$ cat src/design/ncdc_pkg.sv
// Shared types, codes and helper functions of the nixie clock display controller.
// No dependencies; used by ncdc_fill and nixie_clock_display_controller.
`timescale 1ns / 1ps
`default_nettype none

package ncdc_pkg;

  localparam int NUM_DIGITS_DEF = 4;
  localparam int FILL_DIGITS    = 4;

  // request kinds
  localparam logic [1:0] REQ_TICK    = 2'd0;
  localparam logic [1:0] REQ_REFRESH = 2'd1;
  localparam logic [1:0] REQ_SCAN    = 2'd2;

  // configuration register indexes
  localparam logic [1:0] CFG_DEBOUNCE = 2'd0;
  localparam logic [1:0] CFG_MODE_DIV = 2'd1;
  localparam logic [1:0] CFG_POINT    = 2'd2;

  // display modes
  localparam logic [2:0] MODE_MAIN     = 3'd0;
  localparam logic [2:0] MODE_SET_HR   = 3'd1;
  localparam logic [2:0] MODE_SET_MIN  = 3'd2;
  localparam logic [2:0] MODE_SET_SEC  = 3'd3;
  localparam logic [2:0] MODE_SET_MAIN = 3'd4;
  localparam logic [2:0] MODE_SET_SENS = 3'd5;
  localparam logic [2:0] MODE_SECONDS  = 3'd6;
  localparam logic [2:0] MODE_TEMP     = 3'd7;

  localparam logic [3:0] BLANK_CODE   = 4'd10;
  localparam logic [3:0] SETTING_MARK = 4'd8;

  localparam logic [3:0] DEBOUNCE_RST  = 4'd3;
  localparam logic [7:0] MODE_DIV_RST  = 8'd20;
  localparam logic [7:0] POINT_PER_RST = 8'd5;
  localparam logic [6:0] MAIN_DUR_RST  = 7'd30;
  localparam logic [6:0] SENS_DUR_RST  = 7'd5;
  localparam logic [6:0] DUR_LIMIT     = 7'd60;
  localparam logic [6:0] DUR_STEP      = 7'd5;
  localparam logic [4:0] HOURS_MAX     = 5'd23;
  localparam logic [5:0] MINUTES_MAX   = 6'd59;
  localparam logic [6:0] TEMP_MAX      = 7'd99;

  typedef struct packed {
    logic [1:0] req_type;
    logic       btn1_pressed;
    logic       btn2_pressed;
    logic [4:0] rtc_hours;
    logic [5:0] rtc_minutes;
    logic [5:0] rtc_seconds;
    logic [6:0] temp_whole;
    logic       temp_half;
  } in_item_t;

  typedef struct packed {
    logic [3:0] cathode_code;
    logic [3:0] anode_select;
    logic       decimal_point;
    logic       rtc_write;
    logic [4:0] set_hours;
    logic [5:0] set_minutes;
    logic [5:0] set_seconds;
    logic [2:0] mode_now;
  } out_item_t;

  // sources of the digit fill
  typedef struct packed {
    logic [2:0] mode;
    logic [4:0] hours;
    logic [5:0] minutes;
    logic [5:0] seconds;
    logic [6:0] main_dur;
    logic [6:0] sens_dur;
    logic [6:0] temp_whole;
    logic       temp_half;
  } fill_src_t;

  typedef logic [FILL_DIGITS-1:0][3:0] digits_t;

  // v / 10 by reciprocal, exact for every 7-bit v (v < 128)
  function automatic logic [3:0] div10(input logic [6:0] v);
    logic [14:0] prod;
    prod = 15'(v) * 15'd205;
    return prod[14:11];
  endfunction

  function automatic logic [3:0] mod10(input logic [6:0] v);
    logic [6:0] q10;
    q10 = 7'(div10(v)) * 7'd10;
    return 4'(v - q10);
  endfunction

  function automatic logic [3:0] cathode_of(input logic [3:0] code);
    logic [3:0] c;
    case (code)
      4'd0:    c = 4'd0;
      4'd1:    c = 4'd1;
      4'd2:    c = 4'd4;
      4'd3:    c = 4'd5;
      4'd4:    c = 4'd8;
      4'd5:    c = 4'd9;
      4'd6:    c = 4'd12;
      4'd7:    c = 4'd13;
      4'd8:    c = 4'd2;
      4'd9:    c = 4'd3;
      default: c = 4'd0;
    endcase
    return c;
  endfunction

endpackage

`default_nettype wire

$ cat src/design/nixie_clock_display_controller.sv
// An accepted item's result is in the output register in the next cycle.
// Throughput: one item per cycle; a new item is taken while the output register
// is empty or its result is being taken in the same cycle.
// Reset (rst_ni low, asynchronous): mode main, no hold, counters clear, durations
// 30 and 5, digits and latched time zero, config registers 3, 20 and 5.
// Files: ncdc_pkg, ncdc_fill.
`timescale 1ns / 1ps
`default_nettype none

module nixie_clock_display_controller #(
  parameter int NUM_DIGITS = ncdc_pkg::NUM_DIGITS_DEF
) (
  input  wire                    clk_i,
  input  wire                    rst_ni,
  input  wire                    in_valid_i,
  output logic                   in_ready_o,
  input  wire  ncdc_pkg::in_item_t  in_data_i,
  output logic                   out_valid_o,
  input  wire                    out_ready_i,
  output ncdc_pkg::out_item_t    out_data_o,
  input  wire                    cfg_we_i,
  input  wire  [1:0]             cfg_idx_i,
  input  wire  [7:0]             cfg_data_i
);

  localparam int IDX_W = (NUM_DIGITS > 1) ? $clog2(NUM_DIGITS) : 1;

  // configuration
  logic [3:0] debounce_q;
  logic [7:0] mode_div_q;
  logic [7:0] point_per_q;

  // block state
  logic [2:0] mode_q, mode_d;
  logic       hold_q, hold_d;
  logic [6:0] dwell_q, dwell_d;
  logic [7:0] tick_q, tick_d;
  logic [3:0] b1cnt_q, b1cnt_d;
  logic [3:0] b2cnt_q, b2cnt_d;
  logic [6:0] main_dur_q, main_dur_d;
  logic [6:0] sens_dur_q, sens_dur_d;
  logic [4:0] hours_q, hours_d;
  logic [5:0] minutes_q, minutes_d;
  logic [5:0] seconds_q, seconds_d;
  logic       point_q, point_d;
  logic [7:0] rcnt_q, rcnt_d;
  logic [IDX_W-1:0] scan_q, scan_d;
  logic [3:0] digit_q [NUM_DIGITS];

  // output register
  logic                 out_valid_q;
  ncdc_pkg::out_item_t  out_q, out_d;

  ncdc_pkg::fill_src_t  fill_src;
  ncdc_pkg::digits_t    fill_digits;

  logic       accept;
  logic       do_fill;
  logic [3:0] deb_lim;
  logic [7:0] div_lim;
  logic [7:0] per_lim;
  logic [3:0] code;
  logic       wr;

  assign in_ready_o  = !out_valid_q || out_ready_i;
  assign accept      = in_valid_i && in_ready_o;
  assign out_valid_o = out_valid_q;
  assign out_data_o  = out_q;

  // a zero limit behaves as one
  assign deb_lim = (debounce_q == 4'd0) ? 4'd1 : debounce_q;
  assign div_lim = (mode_div_q == 8'd0) ? 8'd1 : mode_div_q;
  assign per_lim = (point_per_q == 8'd0) ? 8'd1 : point_per_q;

  // fill works on the freshly latched time of a refresh
  assign fill_src = '{mode: mode_q, hours: in_data_i.rtc_hours,
                      minutes: in_data_i.rtc_minutes, seconds: in_data_i.rtc_seconds,
                      main_dur: main_dur_q, sens_dur: sens_dur_q,
                      temp_whole: in_data_i.temp_whole, temp_half: in_data_i.temp_half};

  ncdc_fill u_fill (
    .src_i    (fill_src),
    .digits_o (fill_digits)
  );

  always_comb begin
    mode_d     = mode_q;
    hold_d     = hold_q;
    dwell_d    = dwell_q;
    tick_d     = tick_q;
    b1cnt_d    = b1cnt_q;
    b2cnt_d    = b2cnt_q;
    main_dur_d = main_dur_q;
    sens_dur_d = sens_dur_q;
    hours_d    = hours_q;
    minutes_d  = minutes_q;
    seconds_d  = seconds_q;
    point_d    = point_q;
    rcnt_d     = rcnt_q;
    scan_d     = scan_q;
    do_fill    = 1'b0;
    wr         = 1'b0;
    code       = digit_q[scan_q];
    out_d      = '0;

    case (in_data_i.req_type)
      ncdc_pkg::REQ_TICK: begin
        // automatic time / temperature alternation on the divided tick
        if (tick_q == 8'd0) begin
          if (mode_d == ncdc_pkg::MODE_MAIN) begin
            if (dwell_d < main_dur_q) begin
              dwell_d = dwell_d + 7'd1;
            end else if (sens_dur_q != 7'd0) begin
              dwell_d = 7'd0;
              mode_d  = ncdc_pkg::MODE_TEMP;
            end
          end
          if (!hold_q && mode_d == ncdc_pkg::MODE_TEMP) begin
            if (dwell_d < sens_dur_q) begin
              dwell_d = dwell_d + 7'd1;
            end else if (main_dur_q != 7'd0) begin
              dwell_d = 7'd0;
              mode_d  = ncdc_pkg::MODE_MAIN;
            end
          end
        end
        tick_d = tick_q + 8'd1;
        if (tick_d >= div_lim) begin
          tick_d = 8'd0;
        end

        // mode button
        if (in_data_i.btn1_pressed) begin
          b1cnt_d = b1cnt_q + 4'd1;
          if (b1cnt_d == deb_lim) begin
            mode_d  = (mode_d < ncdc_pkg::MODE_SET_SENS) ? mode_d + 3'd1 : ncdc_pkg::MODE_MAIN;
            b1cnt_d = 4'd0;
          end
        end else begin
          b1cnt_d = 4'd0;
        end

        // action button, acts on the mode left by the mode button
        if (in_data_i.btn2_pressed) begin
          b2cnt_d = b2cnt_q + 4'd1;
          if (b2cnt_d == deb_lim) begin
            b2cnt_d = 4'd0;
            case (mode_d)
              ncdc_pkg::MODE_MAIN: begin
                mode_d = ncdc_pkg::MODE_TEMP;
                hold_d = 1'b1;
              end
              ncdc_pkg::MODE_SET_HR: begin
                hours_d = (hours_q < ncdc_pkg::HOURS_MAX) ? hours_q + 5'd1 : 5'd0;
                wr      = 1'b1;
              end
              ncdc_pkg::MODE_SET_MIN: begin
                minutes_d = (minutes_q < ncdc_pkg::MINUTES_MAX) ? minutes_q + 6'd1 : 6'd0;
                wr        = 1'b1;
              end
              ncdc_pkg::MODE_SET_SEC: begin
                seconds_d = 6'd0;
                wr        = 1'b1;
              end
              ncdc_pkg::MODE_SET_MAIN: begin
                main_dur_d = (main_dur_q < ncdc_pkg::DUR_LIMIT) ?
                             main_dur_q + ncdc_pkg::DUR_STEP : 7'd0;
              end
              ncdc_pkg::MODE_SET_SENS: begin
                sens_dur_d = (sens_dur_q < ncdc_pkg::DUR_LIMIT) ?
                             sens_dur_q + ncdc_pkg::DUR_STEP : 7'd0;
              end
              ncdc_pkg::MODE_TEMP: begin
                hold_d = 1'b0;
                mode_d = ncdc_pkg::MODE_SECONDS;
              end
              default: begin
                mode_d = ncdc_pkg::MODE_MAIN;
              end
            endcase
          end
        end else begin
          b2cnt_d = 4'd0;
        end
      end

      ncdc_pkg::REQ_REFRESH: begin
        hours_d   = in_data_i.rtc_hours;
        minutes_d = in_data_i.rtc_minutes;
        seconds_d = in_data_i.rtc_seconds;
        rcnt_d    = rcnt_q + 8'd1;
        if (rcnt_d >= per_lim) begin
          rcnt_d  = 8'd0;
          point_d = !point_q;
        end
        do_fill = 1'b1;
        // temperature view keeps the point lit
        if (mode_q == ncdc_pkg::MODE_TEMP) begin
          point_d = 1'b1;
        end
      end

      ncdc_pkg::REQ_SCAN: begin
        // blank codes and slots past the fourth light nothing
        if (code < ncdc_pkg::BLANK_CODE && 32'(scan_q) < ncdc_pkg::FILL_DIGITS) begin
          out_d.cathode_code = ncdc_pkg::cathode_of(code);
          out_d.anode_select = 4'(4'd1 << 32'(scan_q));
        end
        if (32'(scan_q) == 2 &&
            (mode_q == ncdc_pkg::MODE_MAIN || mode_q == ncdc_pkg::MODE_TEMP)) begin
          out_d.decimal_point = point_q;
        end
        if (32'(scan_q) + 1 >= NUM_DIGITS) begin
          scan_d = '0;
        end else begin
          scan_d = scan_q + IDX_W'(1);
        end
      end

      default: begin
      end
    endcase

    out_d.rtc_write   = wr;
    out_d.set_hours   = hours_d;
    out_d.set_minutes = minutes_d;
    out_d.set_seconds = seconds_d;
    out_d.mode_now    = mode_d;
  end

  // configuration writes
  always_ff @(posedge clk_i or negedge rst_ni) begin
    if (!rst_ni) begin
      debounce_q  <= ncdc_pkg::DEBOUNCE_RST;
      mode_div_q  <= ncdc_pkg::MODE_DIV_RST;
      point_per_q <= ncdc_pkg::POINT_PER_RST;
    end else if (cfg_we_i) begin
      case (cfg_idx_i)
        ncdc_pkg::CFG_DEBOUNCE: debounce_q  <= cfg_data_i[3:0];
        ncdc_pkg::CFG_MODE_DIV: mode_div_q  <= cfg_data_i;
        ncdc_pkg::CFG_POINT:    point_per_q <= cfg_data_i;
        default: begin
        end
      endcase
    end
  end

  // block state
  always_ff @(posedge clk_i or negedge rst_ni) begin
    if (!rst_ni) begin
      mode_q     <= ncdc_pkg::MODE_MAIN;
      hold_q     <= 1'b0;
      dwell_q    <= '0;
      tick_q     <= '0;
      b1cnt_q    <= '0;
      b2cnt_q    <= '0;
      main_dur_q <= ncdc_pkg::MAIN_DUR_RST;
      sens_dur_q <= ncdc_pkg::SENS_DUR_RST;
      hours_q    <= '0;
      minutes_q  <= '0;
      seconds_q  <= '0;
      point_q    <= 1'b0;
      rcnt_q     <= '0;
      scan_q     <= '0;
      for (int i = 0; i < NUM_DIGITS; i++) begin
        digit_q[i] <= '0;
      end
    end else if (accept) begin
      mode_q     <= mode_d;
      hold_q     <= hold_d;
      dwell_q    <= dwell_d;
      tick_q     <= tick_d;
      b1cnt_q    <= b1cnt_d;
      b2cnt_q    <= b2cnt_d;
      main_dur_q <= main_dur_d;
      sens_dur_q <= sens_dur_d;
      hours_q    <= hours_d;
      minutes_q  <= minutes_d;
      seconds_q  <= seconds_d;
      point_q    <= point_d;
      rcnt_q     <= rcnt_d;
      scan_q     <= scan_d;
      if (do_fill) begin
        for (int i = 0; i < NUM_DIGITS; i++) begin
          if (i < ncdc_pkg::FILL_DIGITS) begin
            digit_q[i] <= fill_digits[i];
          end
        end
      end
    end
  end

  // output register: one result per accepted item
  always_ff @(posedge clk_i or negedge rst_ni) begin
    if (!rst_ni) begin
      out_valid_q <= 1'b0;
    end else if (accept) begin
      out_valid_q <= 1'b1;
    end else if (out_ready_i) begin
      out_valid_q <= 1'b0;
    end
  end

  always_ff @(posedge clk_i) begin
    if (accept) begin
      out_q <= out_d;
    end
  end

`ifndef SYNTHESIS
  // a clock write only comes from a time-setting mode
  a_write_mode: assert property (@(posedge clk_i) disable iff (!rst_ni)
    out_valid_o && out_data_o.rtc_write |->
      (out_data_o.mode_now == ncdc_pkg::MODE_SET_HR ||
       out_data_o.mode_now == ncdc_pkg::MODE_SET_MIN ||
       out_data_o.mode_now == ncdc_pkg::MODE_SET_SEC))
    else $error("rtc write outside a time-setting mode");

  // point only in main or temperature view
  a_point_mode: assert property (@(posedge clk_i) disable iff (!rst_ni)
    out_valid_o && out_data_o.decimal_point |->
      (out_data_o.mode_now == ncdc_pkg::MODE_MAIN ||
       out_data_o.mode_now == ncdc_pkg::MODE_TEMP))
    else $error("decimal point outside main or temperature view");

  a_anode_onehot: assert property (@(posedge clk_i) disable iff (!rst_ni)
    out_valid_o |-> $onehot0(out_data_o.anode_select))
    else $error("more than one anode selected");

  // dwell can never run past 65; the largest duration is 60
  a_dwell_bound: assert property (@(posedge clk_i) disable iff (!rst_ni)
    accept |=> dwell_q <= 7'd65)
    else $error("dwell counter out of range");
`endif

endmodule

`default_nettype wire

$ cat src/design/ncdc_fill.sv
// Digit fill: maps display mode and latched values to four digit codes.
// Depends on ncdc_pkg.
`timescale 1ns / 1ps
`default_nettype none

module ncdc_fill (
  input  wire  ncdc_pkg::fill_src_t src_i,
  output ncdc_pkg::digits_t         digits_o
);

  logic [6:0] temp_c;
  logic [6:0] val;
  logic [3:0] t_tens;

  always_comb begin
    temp_c = (src_i.temp_whole > ncdc_pkg::TEMP_MAX) ? ncdc_pkg::TEMP_MAX : src_i.temp_whole;
    t_tens = ncdc_pkg::div10(temp_c);
    case (src_i.mode)
      ncdc_pkg::MODE_SET_HR:   val = 7'(src_i.hours);
      ncdc_pkg::MODE_SET_MIN:  val = 7'(src_i.minutes);
      ncdc_pkg::MODE_SET_SEC:  val = 7'(src_i.seconds);
      ncdc_pkg::MODE_SET_MAIN: val = src_i.main_dur;
      default:                 val = src_i.sens_dur;
    endcase

    case (src_i.mode)
      ncdc_pkg::MODE_MAIN: begin
        digits_o[0] = ncdc_pkg::div10(7'(src_i.hours));
        digits_o[1] = ncdc_pkg::mod10(7'(src_i.hours));
        digits_o[2] = ncdc_pkg::div10(7'(src_i.minutes));
        digits_o[3] = ncdc_pkg::mod10(7'(src_i.minutes));
      end
      ncdc_pkg::MODE_SECONDS: begin
        digits_o[0] = ncdc_pkg::BLANK_CODE;
        digits_o[1] = ncdc_pkg::BLANK_CODE;
        digits_o[2] = ncdc_pkg::div10(7'(src_i.seconds));
        digits_o[3] = ncdc_pkg::mod10(7'(src_i.seconds));
      end
      ncdc_pkg::MODE_TEMP: begin
        // leading zero blanked, half degree as 5
        digits_o[0] = (t_tens != 4'd0) ? t_tens : ncdc_pkg::BLANK_CODE;
        digits_o[1] = ncdc_pkg::mod10(temp_c);
        digits_o[2] = src_i.temp_half ? 4'd5 : 4'd0;
        digits_o[3] = ncdc_pkg::BLANK_CODE;
      end
      default: begin
        digits_o[0] = ncdc_pkg::SETTING_MARK;
        digits_o[1] = 4'(src_i.mode);
        digits_o[2] = ncdc_pkg::div10(val);
        digits_o[3] = ncdc_pkg::mod10(val);
      end
    endcase
  end

endmodule

`default_nettype wire
$ cat config.mk
export PLATFORM = sky130hd
export DESIGN_NAME = nixie_clock_display_controller
export DESIGN_NICKNAME = d
export VERILOG_FILES = /design/src/design/ncdc_pkg.sv /design/src/design/nixie_clock_display_controller.sv /design/src/design/ncdc_fill.sv
export SDC_FILE = /design/constraint.sdc
export NUM_CORES = 1
export LEC_CHECK = 0
export CAP_MARGIN = 20
export CELL_PAD_IN_SITES_DETAIL_PLACEMENT = 1
export CELL_PAD_IN_SITES_GLOBAL_PLACEMENT = 2
export CORE_UTILIZATION = 43
export CTS_BUF_LIST = sky130_fd_sc_hd__clkbuf_2 sky130_fd_sc_hd__clkbuf_4 sky130_fd_sc_hd__clkbuf_8
export DETAILED_ROUTE_END_ITERATION = 10
export DONT_BUFFER_PORTS = 1
export HOLD_SLACK_MARGIN = 0.03
export PLACE_DENSITY = 0.8
export SETUP_SLACK_MARGIN = 0.1
export SLEW_MARGIN = 20
export SYNTH_ARGS = -nofsm -noshare
export SYNTH_HDL_FRONTEND = slang
export SYNTH_SLANG_ARGS = --single-unit
export TNS_END_PERCENT = 1
$ cat constraint.sdc
create_clock -name clk_i -period 7.71 [get_ports clk_i]
set_clock_uncertainty 0.2 [all_clocks]
set_input_delay 1.542 -clock clk_i [delete_from_list [all_inputs] [get_ports clk_i]]
set_output_delay 1.542 -clock clk_i [all_outputs]
set_load 0.01 [all_outputs]
# After elaboration in Yosys (flattened, before gate mapping)
# Memories as Yosys holds them, arrays and structs flattened. A register that Yosys moved wholly into a read port is not among the register bits.
# Index checks and enable logic that the tools add are counted.
[word_totals] regBits=132 mem_bits_ro=64 in_bits=44 output_inout_bits=32 n_memories=1
[classes] add_sub_neg=18 multipliers=10 order_cmp=13 n_eq_ne=20 shifts=1 n_mux=67 bitwise_logic=1 n_reduce_logical=40
[mem_list] name="(no name shown)" words=16 word_bits=4 rd=1 rd_ports_with_merged_regs=1 write_ports=0 line_no="ncdc_pkg.sv:96" source="case (code)"
[op_table] cell="$mux 7" count=11
[op_table] cell="$mux 3" count=18
[op_table] cell="$pmux 16 s3" count=1
[op_table] cell="$mux 6" count=7
[op_table] cell="$mux 4" count=8
[op_table] cell="$mux 8" count=4
[op_table] cell="$mul 7x8->15 const B" count=2
[op_table] cell="$mul 6x8->14 const B" count=2
[op_table] cell="$pmux 7 s4" count=1
[op_table] cell="$logic_not 8->1" count=3
[op_table] cell="$pmux 6 s2" count=2
[op_table] cell="$eq 3x3->1 const B" count=7
[op_table] cell="$mux 5" count=4
[op_table] cell="$sub 4x4->4" count=5
[op_table] cell="$reduce_and 2->1" count=9
[op_table] cell="$add 8x1->8 const B" count=2
[op_table] cell="$ge 8x8->1" count=2
[op_table] cell="$reduce_and 5->1" count=3
[op_table] cell="$add 7x1->7 const B" count=2
[op_table] cell="$add 7x3->7 const B" count=2
[op_table] cell="$lt 7x6->1 const B" count=2
[op_table] cell="$lt 7x7->1" count=2
[op_table] cell="$reduce_bool 7->1" count=2
[op_table] cell="$mul 5x8->13 const B" count=1
[op_table] cell="other kinds (39)" count=68

# Longest topological paths before layout
# Gate-level depths: netlist of the first run.
[logic_depth] depth_word=22 mapped_depth=27 depth_no_buf=24

# Hierarchy
# A second synthesis of the first run with hierarchy kept.
[hier_totals] cells_unflattened=1412 hier_area_um2=12786.0
[modules_own_cells] mod="nixie_clock_display_controller" instances=1 cells_each=860 area_each_um2=8071.5 seq_area_each_um2=3568.4
[modules_own_cells] mod="ncdc_fill" instances=1 cells_each=552 area_each_um2=4714.5 seq_area_each_um2=0.0

# Worst setup path after synthesis of the first run
# No wires, ideal clock.
[synth_timing] kind="input -> register" startpoint="in in_data_i[12] (netlist name)" endpoint="reg digit_q[3] (netlist name)" setup_time_ns=0.125 t_arrival_ns=6.250 t_required_ns=7.385 slack_ns=1.135 cell_stages=20 n_path_buf=0 cell_sequence="mux4_2 > nor2_1 > a31oi_1 > ha_1 > fa_1 > ha_1 > fa_1 > ha_1 > a21oi_1 > a21oi_1 > a211oi_1 > o41ai_2 > xnor2_1 > inv_1 > ha_1 > fa_1 > xnor2_1 > xnor3_1 > o221ai_1 > mux2_2"
[synth_via] elab_chain_cells=5 word_cells_on_any_way=8 classes_between="add/sub (2); mul (4); mux (2)"
[synth_lines] item="start, declared" line_no="nixie_clock_display_controller.sv:17" source="input wire ncdc_pkg::in_item_t in_data_i,"
[synth_lines] item="$pmux 7 s4" line_no="ncdc_fill.sv:18" source="case (src_i.mode)"
[synth_lines] item="$mul 7x8->15" line_no="ncdc_pkg.sv:84" source="prod = 15'(v) * 15'd205;"
[synth_lines] item="$mul 4x3->3" line_no="ncdc_pkg.sv:90" source="q10 = 7'(div10(v)) * 7'd10;"
[synth_lines] item="$sub 4x4->4" line_no="ncdc_pkg.sv:91" source="return 4'(v - q10);"
[synth_lines] item="$pmux 16 s3 *" line_no="ncdc_fill.sv:26" source="case (src_i.mode)"
[synth_lines] item="end signal, assigned by index" line_no="nixie_clock_display_controller.sv:286" source="digit_q[i] <= fill_digits[i];"
[synth_lines] item="end, declared" line_no="nixie_clock_display_controller.sv:48" source="logic [3:0] digit_q [NUM_DIGITS];"
# Mark *: on every way between the ends. The rest lies on a longest branch, timed or not.
# A chain may end at the register's enable or synchronous reset.

# Worst setup path after layout of the first run
[layout_timing] startpoint="reg main_dur_q[2]" endpoint="reg out_q, in the netlist out_data_o[17], data pin"
[layout_via] elab_chain_cells=20 word_cells_on_any_way=29 classes_between="add/sub (1); order compare (3); eq/ne (2); mux (21); reduce/logical (2)"
[layout_lines] item="start, declared" line_no="nixie_clock_display_controller.sv:40" source="logic [6:0] main_dur_q, main_dur_d;"
[layout_lines] item="start signal, assigned" line_no="nixie_clock_display_controller.sv:257" source="main_dur_q <= ncdc_pkg::MAIN_DUR_RST;"
[layout_lines] item="start signal, assigned" line_no="nixie_clock_display_controller.sv:275" source="main_dur_q <= main_dur_d;"
[layout_lines] item="$lt 7x7->1" line_no="nixie_clock_display_controller.sv:111" source="if (dwell_d < main_dur_q) begin"
[layout_lines] item="$mux 7 / $mux 3 (equally long branches)" line_no="nixie_clock_display_controller.sv:111"
[layout_lines] item="$mux 7 / $mux 3 (equally long branches)" line_no="nixie_clock_display_controller.sv:110" source="if (mode_d == ncdc_pkg::MODE_MAIN) begin"
[layout_lines] item="$mux 7 / $mux 3 (equally long branches)" line_no="nixie_clock_display_controller.sv:109" source="if (tick_q == 8'd0) begin"
[layout_lines] item="$mux 7 / $mux 3 (equally long branches)" line_no="nixie_clock_display_controller.sv:106" source="case (in_data_i.req_type)"
[layout_lines] item="$lt 7x7->1, or another cell as far along" line_no="nixie_clock_display_controller.sv:119" source="if (dwell_d < sens_dur_q) begin"
[layout_lines] item="$mux 3 / $logic_and 1x1->1 (equally long branches)" line_no="nixie_clock_display_controller.sv:119, nixie_clock_display_controller.sv:118"
[layout_lines] item="$mux 3 *" line_no="nixie_clock_display_controller.sv:118" source="if (!hold_q && mode_d == ncdc_pkg::MODE_TEMP) begin"
[layout_lines] item="[5 not listed]"
[layout_lines] item="$mux 3 *" line_no="nixie_clock_display_controller.sv:133" source="if (in_data_i.btn1_pressed) begin"
[layout_lines] item="$mux 3 *" line_no="nixie_clock_display_controller.sv:106"
[layout_lines] item="$eq 3x1->1 *" line_no="nixie_clock_display_controller.sv:148" source="case (mode_d)"
[layout_lines] item="$mux 5 *" line_no="nixie_clock_display_controller.sv:148"
[layout_lines] item="$mux 5 *" line_no="nixie_clock_display_controller.sv:146" source="if (b2cnt_d == deb_lim) begin"
[layout_lines] item="$mux 5 *" line_no="nixie_clock_display_controller.sv:144" source="if (in_data_i.btn2_pressed) begin"
[layout_lines] item="$pmux 5 s2 *" line_no="nixie_clock_display_controller.sv:106"
[layout_lines] item="via hours_d[2]" line_no="nixie_clock_display_controller.sv:42" source="logic [4:0] hours_q, hours_d;"
[layout_lines] item="end signal, assigned" line_no="nixie_clock_display_controller.sv:306" source="out_q <= out_d;"
[layout_lines] item="end, declared" line_no="nixie_clock_display_controller.sv:52" source="ncdc_pkg::out_item_t out_q, out_d;"
# The timed path passes the listed nets; every way through them passes the cells marked *. The select of a mux whose other input is x is not followed.

==> metrics, run 1 <==
die area=0.0301 mm2; vias in the first global route=10972; Horiz. Die Dim=174 um; Leakage=6.07 nW; CTS tree=built; crit path cell chain=inv_1 -> ha_1 -> a211o_4 -> a211o_4 -> nor2_1 -> nand4_1 -> o21ai_0 -> ha_1 -> a21oi_1 -> o21ai_1 -> a2111oi_0 -> o31ai_4 -> o211a_4 -> nor2_1 -> ha_1 -> a311o_1 -> a21oi_1 -> a21oi_1 -> nand3_1 -> or4_1 -> nand3_1; DR iter-0 viols=approximately 600; area of the multi-input gates=0.00836 mm2; CP arrival=7.21 ns; CP Class=reg2reg; Final #Nets=1618; vias per inst=5.90; Fin. Hold Viols=0; post-synth top area cell=dfrtp_1; Congestion Overflow GR=0; mean post-synth cell area=9.21 um2; vias=between 10000 and 15000; global-route wire length before repair=61100 um; post-route antenna net violation count=0; top post-synthesis cells by area=dfrtp_1, ha_1, edfxtp_1, fa_1, inv_1; Skew-Pair Late Insertion Delay=0.47 ns; Setup violations, final=0; Post-synth top cells=ha_1, inv_1, nand2_1; actual slew at the worst max-slew pin=1.12 ns; Root Driver=clkbuf_8; largest family of logic cells by synthesized area=adder cells; largest net degree at the start of global routing=107; Initial Util=roughly 44%; Synth top area share=18.6%; WL final=37400 um; multiplexer area fraction after synthesis=4.62%; Simple-Gate Fraction of Synth Area=15.2%; post-route worst setup slack=around 0.63 ns; clk slew on worst S/H paths=0.09 ns; Port Buffer Count=0; Seq/Total Area, Yosys=28.2%; CP top delay family=compound AO/OA/AOI/OAI gates; Max FO, Critical Path=13; Filler Cell Count=3367; # IOs=76; R2R depth=21; met1 usage=35.1%; status=complete, no violations; GR Util All Layers=25.8%; Max Clock Freq=approximately 0.14 GHz; Util after Layout=46.6%; share of layout cells above drive strength 1=9.58%; CP endpoint kind=flip-flop; CTS Buffer Depth=2; Worst path slowest cell=a2111oi_0; RR Startpoint=main_dur_q[2]; drt first pass iters=4; RSZ-0062 raised after global routing=false; most frequent cell after synthesis=ha_1; hold_buf cts=0; met3 GRT Util=3.57%; Final Cycle Share=about 90%; Yosys warnings=0; Die Span Y=174 um; critical path depth=21; area delta synth->final=6.21%; Post-synth top flop=dfrtp_1; WL/cell=21.4 um; Peak VDD IR=approximately 0.00031 V; Mapped Cells=1373; Top Usage Layer GRT=met2; initial antenna violation count=0; worst slack at placement=0.478 ns; # DRC=0; Resized Gates After CTS=0; setup_tns=0 ns; Crit path buffers/inverters=1; Final min period=a little over 7 ns; Synth cell types=92; Max Slew Vio Count=0; Reg area=0.00357 mm2; FF+latch count, synth=136; hold depth=2; Synth Area in Compound Gates=18.1%; Adder-Cell Fraction of Synth Area=23.8%; Max-cap violations=0; worst path required time=7.85 ns; CP Launch Type=flip-flop; Post-DP Area=between 0.01 and 0.015 mm2; DP HPWL=roughly 29000 um; Post-synth ARST share=a little under 80%; Max-slew headroom=24.8%; Hold Path Class=reg2reg; number of enable flip-flop cells after synthesis=30; Placer Congestion=0.847; max incr delay on CP=about 0.82 ns; Diodes inserted=0; Clock H-tree levels=4; Post-CTS Setup Bufs=0; total CTS buffers=17; Std-Cell Rows=62; CTS sink cnt=136; crit path from=main_dur_q[2]; XOR/XNOR share of the synthesized area=around 4.2%; core footprint=0.0289 mm2; Finished Cell Area=around 0.013 mm2; min-delay src=digit_q[8]; syn_nets=1637; GR met2 Demand/Resource=42.9%; Synth Cell Area=0.0127 mm2; pwr dens=around 380 mW/mm2
==> cell usage in the layout, fill, tap and decap left out, types with 7 or more instances in the layout <==
master    count
a31oi_1      16
o211ai_1     15
a21oi_1      72
fa_1         35
clkbuf_8     19
nor2_1       84
edfxtp_1     30
nand2b_1     13
and2_1       11
xnor2_1      34
nor3_1       33
o221ai_1      9
o21ai_0      77
ha_1        185
nand4_1      15
nand3_1      32
nor2b_1      12
o311ai_1     13
inv_1       132
or4_1         7
mux2i_1      19
or2_2        14
o21a_1       10
dfstp_2      12
o31ai_1       7
a22oi_1      18
nand2_1     129
buf_4        13
mux2_2       25
o21ai_1       7
a21o_1       15
or3_1        11
dfrtp_1      93
xor2_1       22
==> through the flow <==
stage | total power [W] | hold slack, ns | cells
after floorplan | 0.00360 | 0.243 | 1373
after global placement | 0.00438 | 0.267 | 1719
after detailed placement | 0.00450 | 0.272 | 1719
after CTS | 0.00520 | 0.290 | 1751
after global routing | 0.00571 | 0.308 | 1751
final | 0.00516 | 0.289 | 1751
==> path summary, 6_finish.rpt <==
kind	endpoint	slack [ns]
setup / recovery	out_data_o[17]	0.63
hold / removal	digit_q[8]	0.29
setup reg to reg	out_data_o[17]	0.63
hold reg to reg	digit_q[8]	0.29
max in group asynchronous	main_dur_q[1]	6.49
min in group asynchronous	hours_q[0]	0.55
==> kinds of logic after synthesis <==
kind of cell	Yosys count
AO/OA/AOI/OAI	332
XOR/XNOR	58
adder cells (fa/ha/maj)	220
buffers and inverters	184
flip-flops	136
multiplexers	49
AND/OR/NAND/NOR	394
==> where the power goes <==
part           switching [W]  internal (W)  leakage, nW  total (W)
clock               0.000308      0.000355        0.215   0.000663
combinational        0.00191       0.00151         4.30    0.00342
sequential          0.000192      0.000879         1.55    0.00107
==> layer usage <==
layer  routed length, um  vias to the layer above
li1                    -                     4902
met1               17500                     5192
met2               17800                      193
met3                1430                       45
met4                 699                        0
met5                   0                        -
==> final cells by class <==
class / instances / share of cell area [%]
Timing Repair Buffer: 13 / 0.726
Inverter: 133 / 3.72
Tap cell: 384 / 3.58
Sequential cell: 136 / 26.6
Multi-Input combinational cell: 1053 / 62.2
Clock inverter: 9 / 1.04
Clock buffer: 23 / 2.17
==> worst register-to-register path: cells and delay by family (launching register included) <==
kind | cells | cell delay [ns]
AND/OR/NAND/NOR | 6 | 1.69
adder cells (fa/ha/maj) | 3 | 0.88
AO/OA/AOI/OAI | 11 | 3.41
flip-flops | 1 | 0.65
buffers and inverters | 1 | 0.10
==> state kept, by name (all words and copies together) (netlist names), 4 cells and up <==
register     flops
hours_q          5
digit_q         16
tick_q           8
point_per_q      8
b1cnt_q          4
minutes_q        6
seconds_q        6
rcnt_q           8
sens_dur_q       7
main_dur_q       7
out_data_o      30
dwell_q          7
b2cnt_q          4
debounce_q       4
mode_div_q       8
(Power assumes the default switching activity.)
==> run 2, diff against run 1 <==
--- a/config.mk
+++ b/config.mk
@@ -5,15 +5,15 @@
 export SDC_FILE = /design/constraint.sdc
 export NUM_CORES = 1
 export LEC_CHECK = 0
+export BUFFER_PORTS_ARGS = -buffer_cell sky130_fd_sc_hd__buf_2
 export CAP_MARGIN = 20
 export CELL_PAD_IN_SITES_DETAIL_PLACEMENT = 1
 export CELL_PAD_IN_SITES_GLOBAL_PLACEMENT = 2
-export CORE_UTILIZATION = 43
+export CORE_UTILIZATION = 30
 export CTS_BUF_LIST = sky130_fd_sc_hd__clkbuf_2 sky130_fd_sc_hd__clkbuf_4 sky130_fd_sc_hd__clkbuf_8
 export DETAILED_ROUTE_END_ITERATION = 10
-export DONT_BUFFER_PORTS = 1
 export HOLD_SLACK_MARGIN = 0.03
-export PLACE_DENSITY = 0.8
+export PLACE_DENSITY = 0.6
 export SETUP_SLACK_MARGIN = 0.1
 export SLEW_MARGIN = 20
 export SYNTH_ARGS = -nofsm -noshare
==> run 2 against run 1 <==
  * Register-to-register slack better by 0.09 ns
  * Sequential share of layout area down 1.2 points
  * Global-route usage down 5.7 points
  * Worst hold slack worse by 0.0038 ns
  * Sequential cell count unchanged
  * Highest routed layer unchanged
==> metrics, run 2 (synthesis results as in run 1) <==
status=complete, no violations; Hold Path Class=reg2reg; # IOs=76; Placed Instances=1951; vias=roughly 11000; Diodes inserted=0; max reg flops=30; CTS Buffer Depth=2; CP top delay family=adder cells; CP endpoint=digit_q[3]; Max FO, Critical Path=22; initial antenna violation count=0; critical path depth=21; Setup violations, final=0; drt first pass iters=4; die area=0.0430 mm2; Worst path slowest cell=dfrtp_1; Leakage=6.39 nW; GR Util All Layers=20.1%; setup_tns=0 ns; vias per inst=5.30; # DRC=0; R2R depth=21; total CTS buffers=17; pwr dens=376 mW/mm2; Placer Congestion=~0.83; RR Startpoint=mode_q[0]; global-route wire length before repair=roughly 66000 um; Horiz. Die Dim=207 um; commonest non-fill, non-tap cell in the layout=ha_1; Peak VDD IR=0.000331 V; most frequent cells in the layout=ha_1, inv_1, nand2_1, dfrtp_1, nor2_1; Congestion Overflow GR=0; actual slew at the worst max-slew pin=1.01 ns; RSZ-0062 raised after global routing=false; WL/cell=21.0 um; Clock H-tree levels=4; Final Cycle Share=90.6%; hold_buf cts=0; vias in the first global route=11119; Post-CTS Setup Bufs=0; Resized Gates After CTS=0; core footprint=0.0412 mm2; CP Class=reg2reg; CTS sink cnt=136; R2R setup slack=between 0.7 and 0.8 ns; post-route antenna net violation count=0; worst path required time=7.91 ns; CP Launch Type=flip-flop; fin cells=just under 2000; Final min period=~7 ns; Fin. Hold Viols=0; area delta synth->final=11.1%; Std-Cell Rows=74; WL final=around 42000 um; largest net degree at the start of global routing=68; Max Clock Freq=0.143 GHz; DR iter-0 viols=between 400 and 500; max incr delay on CP=1.00 ns; Skew-Pair Late Insertion Delay=between 0.5 and 0.6 ns; Max-cap violations=0; Port Buffer Count=75; CTS tree=built; CP most frequent cell=ha_1; crit path cell chain=o21ai_0 -> a21oi_1 -> a311oi_1 -> a221oi_1 -> ha_1 -> fa_1 -> ha_1 -> ha_1 -> ha_1 -> a21oi_1 -> a21oi_1 -> a211oi_1 -> o41ai_2 -> xnor2_1 -> inv_1 -> ha_1 -> fa_1 -> xnor2_1 -> xnor3_1 -> o221ai_1 -> mux2_2; share of layout cells above drive strength 1=14.7%; worst reg2reg endpoint=digit_q[3]; Initial Util=30.7%; Crit path buffers/inverters=1; Max-slew headroom=about 32%; Root Driver=clkbuf_8; DP HPWL=32400 um; clk slew on worst S/H paths=0.09 ns; CP arrival=7.18 ns; CP endpoint kind=flip-flop; Final #Nets=1702; crit path from=mode_q[0]; Max Slew Vio Count=0; Die Span Y=207 um
## run 2: cell count changes in the layout (fill, tap and decap cells not counted), moves of 2 or more
cell      change
buf_4        +10
clkbuf_4      -3
clkbuf_8      -2
clkinv_1      +2
buf_2        +74
## run 2: layer usage
layer	wire, um	track usage, %
met1	20600	27.8
met2	19400	33.1
met3	1040	2.31
met4	678	5.61
met5	0	0
## run 2: metrics by stage
stage | utilization (%) | total power [W] | hold slack, ns | setup slack (ns) | cell area, um2
2_1_floorplan | - | 0.00360 | 0.243 | 1.14 | 12700
3_3_place_gp | 33.1 | 0.00456 | 0.259 | 0.532 | 13600
3_5_place_dp | 33.1 | 0.00464 | 0.265 | 0.265 | 13600
4_1_cts | 34.1 | 0.00536 | 0.284 | 0.679 | 14000
5_1_grt | 34.1 | 0.00579 | 0.337 | 0.160 | 14000
6_report | 34.1 | 0.00529 | 0.285 | 0.727 | 14000
## run 2: worst min path at each step
stage,from,to,cells after the start
floorplan,digit_q[7],digit_q[7],2
global placement,digit_q[7],digit_q[7],2
detailed placement,digit_q[7],digit_q[7],2
CTS,digit_q[7],digit_q[7],2
global route,b2cnt_q[3],b2cnt_q[3],1
finish,digit_q[7],digit_q[7],2
## run 2: final cells by class
cell class                 count  area, um2
fill                        4773      27200
multi-input combinational   1053       8360
sequential                   136       3570
tap                          532        666
timing repair buffer          97        543
inverter                     133        499
clock buffer                  18        241
clock inverter                14        171
## run 2: worst register-to-register path, stage by stage, from the launching register on
cell,delay (ns)
dfrtp_1,1.00
o21ai_0,0.35
a21oi_1,0.22
a311oi_1,0.09
a221oi_1,0.67
ha_1,0.41
fa_1,0.46
ha_1,0.31
ha_1,0.30
ha_1,0.33
a21oi_1,0.16
a21oi_1,0.09
a211oi_1,0.42
o41ai_2,0.16
xnor2_1,0.27
inv_1,0.08
ha_1,0.19
fa_1,0.38
xnor2_1,0.20
xnor3_1,0.16
o221ai_1,0.12
mux2_2,0.28
## run 2: power breakdown
part           internal [W]  switching [W]
combinational       0.00155        0.00201
clock              0.000325       0.000344
sequential         0.000877       0.000183
total               0.00275        0.00254
